**config.mk**
```make
export PLATFORM = sky130hd
export DESIGN_NAME = mtg_seed_unit
export DESIGN_NICKNAME = d
export VERILOG_FILES = /design/src/design/mtg_pkg.sv /design/src/design/mtg_seed_unit.sv
export VERILOG_INCLUDE_DIRS = /design/src /design/src/design
export SDC_FILE = /design/constraint.sdc
export NUM_CORES = 1
export LEC_CHECK = 0
export BUFFER_PORTS_ARGS = -buffer_cell sky130_fd_sc_hd__buf_2
export CORE_AREA = 2 2 176 178
export DETAILED_ROUTE_END_ITERATION = 6
export DIE_AREA = 0 0 178 180
export SKIP_CTS_REPAIR_TIMING = 1
export SYNTH_ARGS = -nofsm -noshare
export SYNTH_HDL_FRONTEND = slang
export SYNTH_SLANG_ARGS = --single-unit
export TNS_END_PERCENT = 1
```
**constraint.sdc**
```tcl
create_clock -name clk_i -period 12.2 [get_ports clk_i]
set_clock_uncertainty 0.05 [all_clocks]
set_input_delay 1.83 -clock clk_i [delete_from_list [all_inputs] [get_ports clk_i]]
set_output_delay 1.83 -clock clk_i [all_outputs]
set_load 0.01 [all_outputs]
```
**src/design/mersenne_twister_generator_macros.svh**
```systemverilog
// assertion macros shared by the generator rtl
`ifndef MERSENNE_TWISTER_GENERATOR_MACROS_SVH
`define MERSENNE_TWISTER_GENERATOR_MACROS_SVH

// same-cycle implication, checked on every rising clock edge out of reset
`define MTG_ASSERT_NOW(lbl, ante, cons) \
  lbl: assert property (@(posedge clk_i) disable iff (!rst_ni) (ante) |-> (cons)) \
    else $error("mtg assertion failed");

// next-cycle implication, checked on every rising clock edge out of reset
`define MTG_ASSERT_NEXT(lbl, ante, cons) \
  lbl: assert property (@(posedge clk_i) disable iff (!rst_ni) (ante) |=> (cons)) \
    else $error("mtg assertion failed");

`endif

```
**src/design/mtg_pkg.sv**
```systemverilog
`default_nettype none
package mtg_pkg;

  localparam int unsigned WORD_W       = 32;
  localparam int unsigned STATE_WORDS  = 624;
  localparam int unsigned TWIST_OFFSET = 397;

  localparam logic [WORD_W-1:0] TWIST_MATRIX = 32'h9908_b0df;
  localparam logic [WORD_W-1:0] SEED_MULT    = 32'd1812433253;
  localparam logic [WORD_W-1:0] TEMPER_B     = 32'h9d2c_5680;
  localparam logic [WORD_W-1:0] TEMPER_C     = 32'hefc6_0000;

  // input function codes
  localparam logic FUNC_GENERATE = 1'b0;
  localparam logic FUNC_SEED     = 1'b1;

  typedef enum logic {
    ST_IDLE,
    ST_SEED
  } seed_state_e;

  // control handed from the seed sequencer to the cell chain
  typedef struct packed {
    logic              busy;
    logic              shift;
    logic [WORD_W-1:0] word;
  } seed_ctrl_t;

  // twist of the oldest word with its neighbor and the far tap
  function automatic logic [WORD_W-1:0] twist(input logic [WORD_W-1:0] w_cur,
                                              input logic [WORD_W-1:0] w_nxt,
                                              input logic [WORD_W-1:0] w_far);
    logic [WORD_W-1:0] y;
    y = {w_cur[WORD_W-1], w_nxt[WORD_W-2:0]};
    return w_far ^ (y >> 1) ^ (y[0] ? TWIST_MATRIX : '0);
  endfunction

  // output tempering
  function automatic logic [WORD_W-1:0] temper(input logic [WORD_W-1:0] w);
    logic [WORD_W-1:0] y;
    y = w;
    y = y ^ (y >> 11);
    y = y ^ ((y << 7) & TEMPER_B);
    y = y ^ ((y << 15) & TEMPER_C);
    y = y ^ (y >> 18);
    return y;
  endfunction

endpackage
`default_nettype wire

```
**src/design/mtg_seed_unit.sv**
```systemverilog
`default_nettype none
`include "mersenne_twister_generator_macros.svh"
module mtg_seed_unit #(
  parameter int unsigned STATE_WORDS = mtg_pkg::STATE_WORDS
) (
  input  wire logic                       clk_i,
  input  wire logic                       rst_ni,
  input  wire logic                       seed_start_i,
  input  wire logic [mtg_pkg::WORD_W-1:0] tail_word_i,
  output mtg_pkg::seed_ctrl_t             ctrl_o
);
  import mtg_pkg::*;

  localparam int unsigned IDX_W = $clog2(STATE_WORDS);
  localparam logic [IDX_W-1:0] LAST_IDX = IDX_W'(STATE_WORDS - 1);

  seed_state_e       state_q, state_d;
  logic [IDX_W-1:0]  cnt_q, cnt_d;
  logic [WORD_W-1:0] mixed;
  logic [WORD_W-1:0] prod;

  // multiplier recurrence on the word last shifted into the tail cell
  assign mixed = tail_word_i ^ (tail_word_i >> 30);
  assign prod  = WORD_W'(SEED_MULT * mixed);

  // sequencer registers
  always_ff @(posedge clk_i or negedge rst_ni) begin
    if (!rst_ni) begin
      state_q <= ST_IDLE;
      cnt_q   <= '0;
    end else begin
      state_q <= state_d;
      cnt_q   <= cnt_d;
    end
  end

  // next state and chain control
  always_comb begin
    state_d     = state_q;
    cnt_d       = cnt_q;
    ctrl_o.busy  = 1'b0;
    ctrl_o.shift = 1'b0;
    ctrl_o.word  = prod + {{(WORD_W-IDX_W){1'b0}}, cnt_q};
    case (state_q)
      ST_IDLE: begin
        if (seed_start_i) begin
          state_d = ST_SEED;
          cnt_d   = IDX_W'(1);
        end
      end
      ST_SEED: begin
        ctrl_o.busy  = 1'b1;
        ctrl_o.shift = 1'b1;
        cnt_d        = cnt_q + IDX_W'(1);
        if (cnt_q == LAST_IDX) begin
          state_d = ST_IDLE;
          cnt_d   = '0;
        end
      end
      default: begin
        state_d = ST_IDLE;
        cnt_d   = '0;
      end
    endcase
  end

  `MTG_ASSERT_NEXT(a_seed_starts, (state_q == ST_IDLE) && seed_start_i, state_q == ST_SEED)
  `MTG_ASSERT_NEXT(a_seed_runs_on, (state_q == ST_SEED) && (cnt_q != LAST_IDX),
                   state_q == ST_SEED)
  `MTG_ASSERT_NOW(a_cnt_nonzero, state_q == ST_SEED, cnt_q != '0)

endmodule
`default_nettype wire

```
==> results.toml <==
[outcome]
status = "finished, final reports clean"

[timing]
maxSlewHeadroom = 0.475
layout_setup_ws_ps = 1660
drv_slew = 0
worstMarginPinSlew_ps = 779
setup_tns_ps = 0
finalSetupViolations = 0
finalCritPeriodShare = 0.864
grt_setup_unrepaired = "no"
fmax_mhz = 94.9
finalCriticalPeriod_ps = 10540
hold_viol = 0

[global_route]
grt_pass1_wl_um = 32600
track_usage = 0.126
grt_max_degree = 17
grt_pass1_vias = 6667
antenna_found_initial = 1
grt_overflow_total = 0

[yosys]
synth-xor-area-share = 0.0561
syn_nets = 1338
netlist_area_sq_um = 8900
synthSimpleGateAreaFrac = 0.0505
seq_area_frac_synth = 0.0309
synth.most_common_cell = "inv_1"
synth-edff-count = 0
synth_area_leaders = "fa_1 34%, ha_1 33%, inv_1 11%"
ys_warn_count = 0
synth_top_family_by_area = "adder cells"
synth_top_area_cell = "fa_1"
synth_adder_area_share = 0.679
synth-seq-cells = 11
ys_top_cells_by_count = "266 x inv_1, 238 x ha_1, 153 x fa_1, 42 x xnor2_1, 29 x a21oi_1"
yosysUniqueCellTypes = 45
synthDominantCellAreaShare = 0.344
synth_compound_area_frac = 0.0665
synthMuxAreaShare = 0
synthCells = 912
avgSynthCellArea_sq_um = 9.76
async_flop_share = 1.00
synthFlopType = "dfrtp_1"

[place]
dpl_worst_slack_ps = 1620
dp_cells = 1372
routabilityCongestion = 0.857
io_buffers = 68
hpwl_um = 17600

[final_layout]
final_cell_count_no_fill = 1376
nets = 1407
drive_above_1_share = 0.0776
antennaDiodeCount = 0
syn_to_final_growth_pct = 9.94

[worst_hold_path]
worstHoldStart = "cnt_q[9]$_DFFE_PN0P_"
min_delay_path_depth = 1
worstHoldEndpoint = "cnt_q[9]$_DFFE_PN0P_"
hold_class = "reg -> reg"

[cts]
clkTransAtPathRegs_ps = 40
h-tree-depth = 1
clock_latency_ps = 240
cts_buffers = 3
cts-root-buf = "clkbuf_16"
cts_tree = "done"
clock_sinks = 11
clockBufferDepth = 2

[floorplan]
die_h_um = 180
die_x_um = 178
io_pins = 69
core-area_sq_um = 30200
rows = 64
initial_core_util = 0.295
die_area_sq_um = 32000

[routing]
first_iter_violations = 247
wl_per_cell_um = 14.2
routed_wl_um = 19500
viasPerCell = 4.56
drtAntennaViolNets = 0
vias = 6277
drt_first_pass_iters = 4
drcViolationCount = 0

[setup_path]
r2r_slack_ps = 10320
r2r_start = "cnt_q[0]$_DFFE_PN0P_"
cp.required_ps = 10320
crit_arrival_ps = 8660
critical_path_class = "in -> out"
reg2regPathDepth = 7
crit_path_end_kind = "output port"
critPathLaunchType = "input pin"
cp_max_fo = 9
reg2reg_to = "cnt_q[8]$_DFFE_PN0P_"

[flow_run]
max_cap_violations = 0
[cells in the final DEF, fill, tap and decap left out, types with 2 or more instances in the layout]
| cell type | instances |
|---|---|
| a21oi_1 | 29 |
| nand2_1 | 13 |
| and2_1 | 2 |
| a21o_1 | 9 |
| xnor2_1 | 42 |
| dfrtp_1 | 11 |
| buf_2 | 68 |
| o2111a_1 | 2 |
| a22oi_1 | 2 |
| nor3_1 | 9 |
| o311ai_0 | 2 |
| o211ai_1 | 3 |
| o21ai_0 | 28 |
| nor2_1 | 20 |
| clkbuf_16 | 3 |
| o21bai_1 | 3 |
| xor2_1 | 15 |
| or3_1 | 4 |
| a211o_1 | 2 |
| a211oi_1 | 3 |
| nand3_1 | 9 |
| ha_1 | 238 |
| buf_4 | 2 |
| inv_1 | 266 |
| a31oi_1 | 4 |
| and3_1 | 7 |
| fa_1 | 153 |
| o21a_1 | 3 |
| nor2b_1 | 3 |
| nand2b_1 | 6 |
| nand4_1 | 5 |
[per-stage QoR]
step	utilization	hold WS, ps	cell area, sq um
after floorplan	-	422	8900
after global placement	0.321	460	9710
after detailed placement	0.321	464	9710
after CTS	0.324	470	9780
after global routing	0.324	504	9780
final	0.324	466	9780
[flip-flops by register name, summed over array words and instances, names as in the netlist]
name	flops
cnt_q	10
state_q	1
[worst max-delay path by stage]
stage / start / end / depth (start not counted)
final: tail_word_i[31] / ctrl_o[30] / 26
after global routing: tail_word_i[30] / ctrl_o[30] / 26
after CTS: tail_word_i[31] / ctrl_o[30] / 26
after detailed placement: tail_word_i[31] / ctrl_o[30] / 26
after global placement: tail_word_i[31] / ctrl_o[30] / 26
after floorplan: tail_word_i[31] / ctrl_o[30] / 24
[layer usage]
layer  vias to the layer above  wire length [um]  track usage
met5                         -                12            0
met4                         2               172       0.0115
met3                        12               776       0.0118
met2                       102              9690        0.221
met1                      3137              8880        0.172
li1                       3024                 -            -
[kinds of logic after synthesis]
logic type                 Yosys count
adders and majority gates          391
buffers and inverters              272
AOI/OAI and AO/OA                   96
and+or+nand+nor                     85
xor gates and xnor gates            57
DFF                                 11
[layout make-up]
class | count | area (sq um)
clock buffer | 4 | 78.8
inverter | 266 | 998
fill | 3080 | 20400
tap | 396 | 495
sequential | 11 | 275
timing repair buffer | 70 | 355
multi-input combinational | 629 | 7580
[worst max-delay path: stages]
cell and delay, ps:
buf_2 110, xor2_1 150, buf_4 190, xor2_1 270
ha_1 250, or2_2 290, ha_1 270, inv_1 40
fa_1 470, inv_1 40, ha_1 180, fa_1 470
fa_1 470, fa_1 530, inv_1 50, fa_1 480
inv_1 40, ha_1 440, nand4_4 140, or2_1 290
or3_1 390, o2111a_1 320, or3_4 420, a211o_1 260
o2111ai_1 90, buf_2 160
Power is left out: the tool's default activity adds up to more than one toggle a clock period on the data nets, which glitch-free logic cannot reach.
