### src/design/mersenne_twister_generator_macros.svh
// assertion macros shared by the generator rtl
`ifndef MERSENNE_TWISTER_GENERATOR_MACROS_SVH
`define MERSENNE_TWISTER_GENERATOR_MACROS_SVH

// same-cycle implication, checked on every rising clock edge out of reset
`define MTG_ASSERT_NOW(lbl, ante, cons) \
  lbl: assert property (@(posedge clk_i) disable iff (!rst_ni) (ante) |-> (cons)) \
    else $error("mtg assertion failed");

// next-cycle implication, checked on every rising clock edge out of reset
`define MTG_ASSERT_NEXT(lbl, ante, cons) \
  lbl: assert property (@(posedge clk_i) disable iff (!rst_ni) (ante) |=> (cons)) \
    else $error("mtg assertion failed");

`endif

### src/design/mtg_pkg.sv
`default_nettype none
package mtg_pkg;

  localparam int unsigned WORD_W       = 32;
  localparam int unsigned STATE_WORDS  = 624;
  localparam int unsigned TWIST_OFFSET = 397;

  localparam logic [WORD_W-1:0] TWIST_MATRIX = 32'h9908_b0df;
  localparam logic [WORD_W-1:0] SEED_MULT    = 32'd1812433253;
  localparam logic [WORD_W-1:0] TEMPER_B     = 32'h9d2c_5680;
  localparam logic [WORD_W-1:0] TEMPER_C     = 32'hefc6_0000;

  // input function codes
  localparam logic FUNC_GENERATE = 1'b0;
  localparam logic FUNC_SEED     = 1'b1;

  typedef enum logic {
    ST_IDLE,
    ST_SEED
  } seed_state_e;

  // control handed from the seed sequencer to the cell chain
  typedef struct packed {
    logic              busy;
    logic              shift;
    logic [WORD_W-1:0] word;
  } seed_ctrl_t;

  // twist of the oldest word with its neighbor and the far tap
  function automatic logic [WORD_W-1:0] twist(input logic [WORD_W-1:0] w_cur,
                                              input logic [WORD_W-1:0] w_nxt,
                                              input logic [WORD_W-1:0] w_far);
    logic [WORD_W-1:0] y;
    y = {w_cur[WORD_W-1], w_nxt[WORD_W-2:0]};
    return w_far ^ (y >> 1) ^ (y[0] ? TWIST_MATRIX : '0);
  endfunction

  // output tempering
  function automatic logic [WORD_W-1:0] temper(input logic [WORD_W-1:0] w);
    logic [WORD_W-1:0] y;
    y = w;
    y = y ^ (y >> 11);
    y = y ^ ((y << 7) & TEMPER_B);
    y = y ^ ((y << 15) & TEMPER_C);
    y = y ^ (y >> 18);
    return y;
  endfunction

endpackage
`default_nettype wire

### src/design/mtg_cell.sv
`default_nettype none
module mtg_cell (
  input  wire logic                      clk_i,
  input  wire logic                      shift_i,
  input  wire logic [mtg_pkg::WORD_W-1:0] data_i,
  output logic      [mtg_pkg::WORD_W-1:0] data_o
);
  import mtg_pkg::*;

  logic [WORD_W-1:0] word_q;
  logic [WORD_W-1:0] word_d;

  // take the neighbor's word on a shift, hold otherwise
  assign word_d = shift_i ? data_i : word_q;

  always_ff @(posedge clk_i) begin
    word_q <= word_d;
  end

  assign data_o = word_q;

endmodule
`default_nettype wire

### config.mk
export PLATFORM = sky130hd
export DESIGN_NAME = mtg_cell
export DESIGN_NICKNAME = d
export VERILOG_FILES = /design/src/design/mersenne_twister_generator_macros.svh /design/src/design/mtg_pkg.sv /design/src/design/mtg_cell.sv
export SDC_FILE = /design/constraint.sdc
export NUM_CORES = 1
export LEC_CHECK = 0
export BUFFER_PORTS_ARGS = -buffer_cell sky130_fd_sc_hd__buf_4
export CAP_MARGIN = 10
export CORE_MARGIN = 3
export CORE_UTILIZATION = 30
export DETAILED_ROUTE_END_ITERATION = 8
export GPL_TIMING_DRIVEN = 0
export PLACE_DENSITY = 0.69
export SYNTH_ARGS = -nofsm -noshare
export SYNTH_HDL_FRONTEND = slang
export SYNTH_SLANG_ARGS = --single-unit
### constraint.sdc
create_clock -name clk_i -period 0.8 [get_ports clk_i]
set_clock_uncertainty 0.2 [all_clocks]
set_input_delay 0 -clock clk_i [delete_from_list [all_inputs] [get_ports clk_i]]
set_output_delay 0 -clock clk_i [all_outputs]
set_load 0.1 [all_outputs]
==> impl_metrics.env, run 1 <==
export IMPL_cp_data_required_time_ns=0.60
export IMPL_synth_most_common_cell="edfxtp_1"
export IMPL_p_comb_frac=0.344
export IMPL_yosysWarnings=0
export IMPL_grt_overflow_total=0
export IMPL_netlist_instances=32
export IMPL_timing_final_crit_share=1.43
export IMPL_outcome="complete, but fails checks"
export IMPL_wl_um=2420
export IMPL_startpoint_type="register"
export IMPL_grt_first_pass_wirelength_um=3980
export IMPL_vias=707
export IMPL_ant_nets=0
export IMPL_setup_viol=33
export IMPL_seq_area_frac_synth=1.00
export IMPL_power_frac_seq=0.469
export IMPL_max_freq_mhz=875
export IMPL_fillers=219
export IMPL_cts_buffers=5
export IMPL_synthTopCellsByArea="edfxtp_1 100%"
export IMPL_multi_input_area_um2=0
export IMPL_synth_area_um2=961
export IMPL_critPathMaxFanout=1
export IMPL_clkSinkCount=32
export IMPL_layout_drive_gt1_share=0.511
export IMPL_busiest_layer="met2"
export IMPL_cp_slowest_cell="edfxtp_1"
export IMPL_synth_flop_cell="edfxtp_1"
export IMPL_ir_worst_vdd_uv=1490
export IMPL_synth_nets=66
export IMPL_min_path_type="in2reg"
export IMPL_ys_types=1
export IMPL_h_tree_depth=2
export IMPL_setup_tns_ns=-10.05
export IMPL_path_class="reg2out"
export IMPL_power_density_nw_per_um2=2200
export IMPL_worstMarginPinSlew_ns=0.392
export IMPL_clk_pin_slew_ns=0.09
export IMPL_hold_buffers=32
export IMPL_finalHoldViolCount=32
export IMPL_antenna_found_initial=0
export IMPL_pin_count=66
export IMPL_rsz0062_at_grt="true"
export IMPL_sw_frac_of_total=0.368
export IMPL_grt_pass1_vias=825
export IMPL_cts_root_buffer="clkbuf_4"
export IMPL_synth_edf_count=32
export IMPL_die_h_um=62.6
export IMPL_antenna_cells=0
export IMPL_io_buffer_count=65
export IMPL_finalMaxSlewViolations=0
export IMPL_firstDrtPassIters=4
export IMPL_ys_seq_elements=32
export IMPL_die_area_um2=3920
export IMPL_relSlewSlack=0.739
export IMPL_dpl_instance_area_um2=1500
export IMPL_largest_reg_flops=32
export IMPL_area_growth_pct=108
export IMPL_cap_viol_max_count=0
export IMPL_clockBufferDepth=2
export IMPL_clkPwrFrac=0.187
export IMPL_drc=0
export IMPL_power_leakage_nw=0.829
export IMPL_wl_per_cell_um=13.5
export IMPL_row_count=19
export IMPL_grt_usage=0.139
export IMPL_p_int_w=0.00278
export IMPL_avgSynthCellArea_um2=30.0
export IMPL_layout_nets=170
export IMPL_synthMuxAreaShare=0
export IMPL_gr_usage_met1=0.136
export IMPL_cpPeakStageDelay_ns=0.43
export IMPL_yosysTopAreaCell="edfxtp_1"
export IMPL_synth_adder_area_share=0
export IMPL_yosys_top_cells_count="32 x edfxtp_1"
export IMPL_p_switching_w=0.00162
export IMPL_place_congestion=0.629
export IMPL_worst_setup_path_end_kind="primary output"
export IMPL_postLayoutCellArea_um2=2000
export IMPL_worstPathCellList="buf_8"
export IMPL_cts_tree="done"
export IMPL_cp_top_family="flip-flops"
export IMPL_violations="negative hold slack, negative setup slack"
export IMPL_synth_simple_area_share=0
export IMPL_netlist_area_leader_share=1.00
export IMPL_layoutNonFillerInstCount=179
export IMPL_start_util=0.331
export IMPL_core_um2=2900
export IMPL_grt_util_met2=0.250
export IMPL_placed_cells=139
export IMPL_whs_ns=-0.0694
export IMPL_die_x_um=62.6
export IMPL_synth_compound_area_frac=0
export IMPL_drtIter0Drc=31
export IMPL_grt_max_degree=33
export IMPL_multi_input_cells=0
export IMPL_grt_use_met3=0.0468
export IMPL_synthXorXnorAreaFrac=0
export IMPL_vias_per_cell=3.95
export IMPL_total_power_w=0.00439
export IMPL_setup_slack_ns=-0.343
export IMPL_synthArstFlopShare=0
export IMPL_critPathArrivalTime_ns=0.94
export IMPL_path_buf_inv=1
export IMPL_fin_crit_ns=1.14
timing repair:
action | in CTS | in global routing
endpoints found under the setup margin | 32 | 32
endpoints found under the hold margin | 64 | 32
buffers inserted | 0 | 0
gates resized for setup | 32 | 2
kinds of logic (layout without fill, tap and decap cells):
logic type | Yosys count | after routing
buffers and inverters | 0 | 105
flip-flops | 32 | 32
layer usage:
layer | vias to the layer above | part of all wire
met5 | - | 0
met4 | 0 | 0.021
met3 | 5 | 0.077
met2 | 37 | 0.59
met1 | 329 | 0.31
li1 | 336 | -
placed cells by master, fill, tap and decap left out:
cell type,synthesis,routed
buf_4,0,33
edfxtp_1,32,32
dlygate4sd3_1,0,32
buf_6,0,30
clkbuf_4,0,5
clkbuf_1,0,2
buf_8,0,2
clkinv_1,0,1
final cells by class:
| class | count | area [µm²] | share of cell area |
|---|---|---|---|
| clock inverter | 1 | 3.75 | 0.00188 |
| timing repair buffer | 97 | 936 | 0.468 |
| sequential | 32 | 961 | 0.481 |
| tap | 42 | 52.6 | 0.0263 |
| clock buffer | 7 | 45.0 | 0.0225 |
metrics by stage:
stage | utilization | hold slack [ns] | setup WS [ns]
global placement | 0.518 | -0.0222 | -0.0857
detailed placement | 0.518 | -0.0208 | -0.105
floorplan | - | -0.101 | -0.304
finish | 0.689 | -0.0694 | -0.343
CTS | 0.686 | -0.0873 | -0.354
global route | 0.689 | -0.0798 | -0.393
final timing paths:
path              startpoint         end  slack [ns]  cells after the start
setup / recovery  data_o[29]  data_o[29]       -0.34                      1
hold / removal       shift_i  data_o[13]       -0.07                      1
power groups by stage:
stage,Sequential (W),Clock [W],Combinational (W)
2_1_floorplan,0.00301,0,0
3_3_place_gp,0.00206,0,0.00129
3_5_place_dp,0.00206,0,0.00130
4_1_cts,0.00205,0.000874,0.00151
5_1_grt,0.00207,0.000967,0.00155
6_report,0.00206,0.000823,0.00151
Note: power is estimated with default switching activity, not from simulation.
==> run 2, diff against run 1 <==
Settings changed: PLACE_DENSITY 0.69 to 0.66.
Clock period 0.8 ns to 1.1 ns, I/O delays scaled along.
==> impl_metrics.env, run 2 (same netlist as run 1, synthesis figures left out) <==
export IMPL_multi_input_area_um2=0
export IMPL_worst_setup_path_end_kind="primary output"
export IMPL_cpPeakStageDelay_ns=0.42
export IMPL_rsz0062_at_grt="true"
export IMPL_place_congestion=0.651
export IMPL_grt_usage=0.138
export IMPL_power_density_nw_per_um2=1600
export IMPL_firstDrtPassIters=4
export IMPL_whs_ns=-0.0759
export IMPL_layout_nets=170
export IMPL_cts_setup_buffers=0
export IMPL_largest_reg_flops=32
export IMPL_clkSinkCount=32
export IMPL_die_h_um=62.6
export IMPL_cp_slowest_cell="edfxtp_1"
export IMPL_cp_top_family="flip-flops"
export IMPL_final_common_cell="buf_4"
export IMPL_place_ws_ns=0.190
export IMPL_grt_overflow_total=0
export IMPL_grt_pass1_vias=797
export IMPL_cts_tree="done"
export IMPL_path_buf_inv=1
export IMPL_start_util=0.331
export IMPL_startpoint_type="register"
export IMPL_cts_root_buffer="clkbuf_4"
export IMPL_setup_viol=31
export IMPL_min_path_type="in2reg"
export IMPL_vias=712
export IMPL_vias_per_cell=3.98
export IMPL_fin_crit_ns=1.15
export IMPL_sequential_cell_area_um2=961
export IMPL_outcome="complete, but fails checks"
export IMPL_setup_slack_ns=-0.0540
export IMPL_power_leakage_nw=0.834
export IMPL_ant_nets=0
export IMPL_p_comb_frac=0.344
export IMPL_die_area_um2=3920
export IMPL_critPathMaxFanout=1
export IMPL_hold_buffers=32
export IMPL_power_frac_seq=0.467
export IMPL_sw_frac_of_total=0.373
export IMPL_antenna_found_initial=0
export IMPL_utilization=0.690
export IMPL_drc=0
export IMPL_wl_per_cell_um=13.9
export IMPL_multi_input_cells=0
export IMPL_cts_buffers=5
export IMPL_cp_data_required_time_ns=0.90
export IMPL_h_tree_depth=2
export IMPL_row_count=19
export IMPL_relSlewSlack=0.733
export IMPL_clockBufferDepth=2
export IMPL_pin_count=66
export IMPL_p_switching_w=0.00120
export IMPL_cap_viol_max_count=0
export IMPL_antenna_cells=0
export IMPL_max_freq_mhz=867
export IMPL_die_x_um=62.6
export IMPL_timing_final_crit_share=1.05
export IMPL_grt_first_pass_wirelength_um=4010
export IMPL_critPathArrivalTime_ns=0.95
export IMPL_fillers=208
export IMPL_io_buffer_count=65
export IMPL_layout_common_cells="33 x buf_4, 32 x edfxtp_1, 32 x dlygate4sd3_1"
export IMPL_worstMarginPinSlew_ns=0.400
export IMPL_grt_max_degree=33
export IMPL_layout_drive_gt1_share=0.526
export IMPL_path_class="reg2out"
export IMPL_finalHoldViolCount=32
export IMPL_worstPathCellList="buf_6"
export IMPL_drtIter0Drc=5
export IMPL_violations="negative hold slack, negative setup slack"
export IMPL_clk_pin_slew_ns=0.10
export IMPL_ir_worst_vdd_uv=827
export IMPL_core_um2=2900
export IMPL_wl_um=2490
export IMPL_finalMaxSlewViolations=0
export IMPL_area_growth_pct=108
export IMPL_clkPwrFrac=0.189
export IMPL_p_int_w=0.00201
[run 2: through the flow]
stage	power, W	cell area (µm²)	instances	setup TNS (ns)	hold slack [ns]
after global routing	0.00335	2000	179	-2.47	-0.0944
after detailed placement	0.00245	1500	139	0	-0.0207
final	0.00320	2000	179	-0.592	-0.0759
after CTS	0.00323	1990	179	-1.13	-0.0885
after global placement	0.00244	1500	139	0	-0.0217
after floorplan	0.00219	961	32	-0.129	-0.101
[run 2: layer usage]
metal	up-vias	track usage	wire length, µm
met5	-	0	0
met4	0	0.0579	21
met3	4	0.0737	259
met2	48	0.244	1350
met1	323	0.132	865
li1	337	-	-
[run 2: repair_timing]
action	in CTS	in global routing
gates cloned	0	0
resized for setup	32	2
hold endpoints to repair	64	32
setup endpoints to repair	32	32
[run 2: worst paths after layout]
check  startpoint    endpoint  slack (ns)  cells after the start
min       shift_i  data_o[28]       -0.08                      1
max    data_o[29]  data_o[29]       -0.05                      1
[run 2: final cells by class]
type                  instances  share of cell area
sequential                   32               0.480
timing repair buffer         97               0.468
tap                          42              0.0263
clock buffer                  5              0.0188
clock inverter                3             0.00688
[run 2: power groups by stage]
stage / clock network [W] / registers [W] / logic (W)
after floorplan: 0 / 0.00219 / 0
after global placement: 0 / 0.00150 / 0.000944
after detailed placement: 0 / 0.00150 / 0.000947
after CTS: 0.000641 / 0.00149 / 0.00110
after global routing: 0.000713 / 0.00151 / 0.00113
final: 0.000607 / 0.00150 / 0.00110
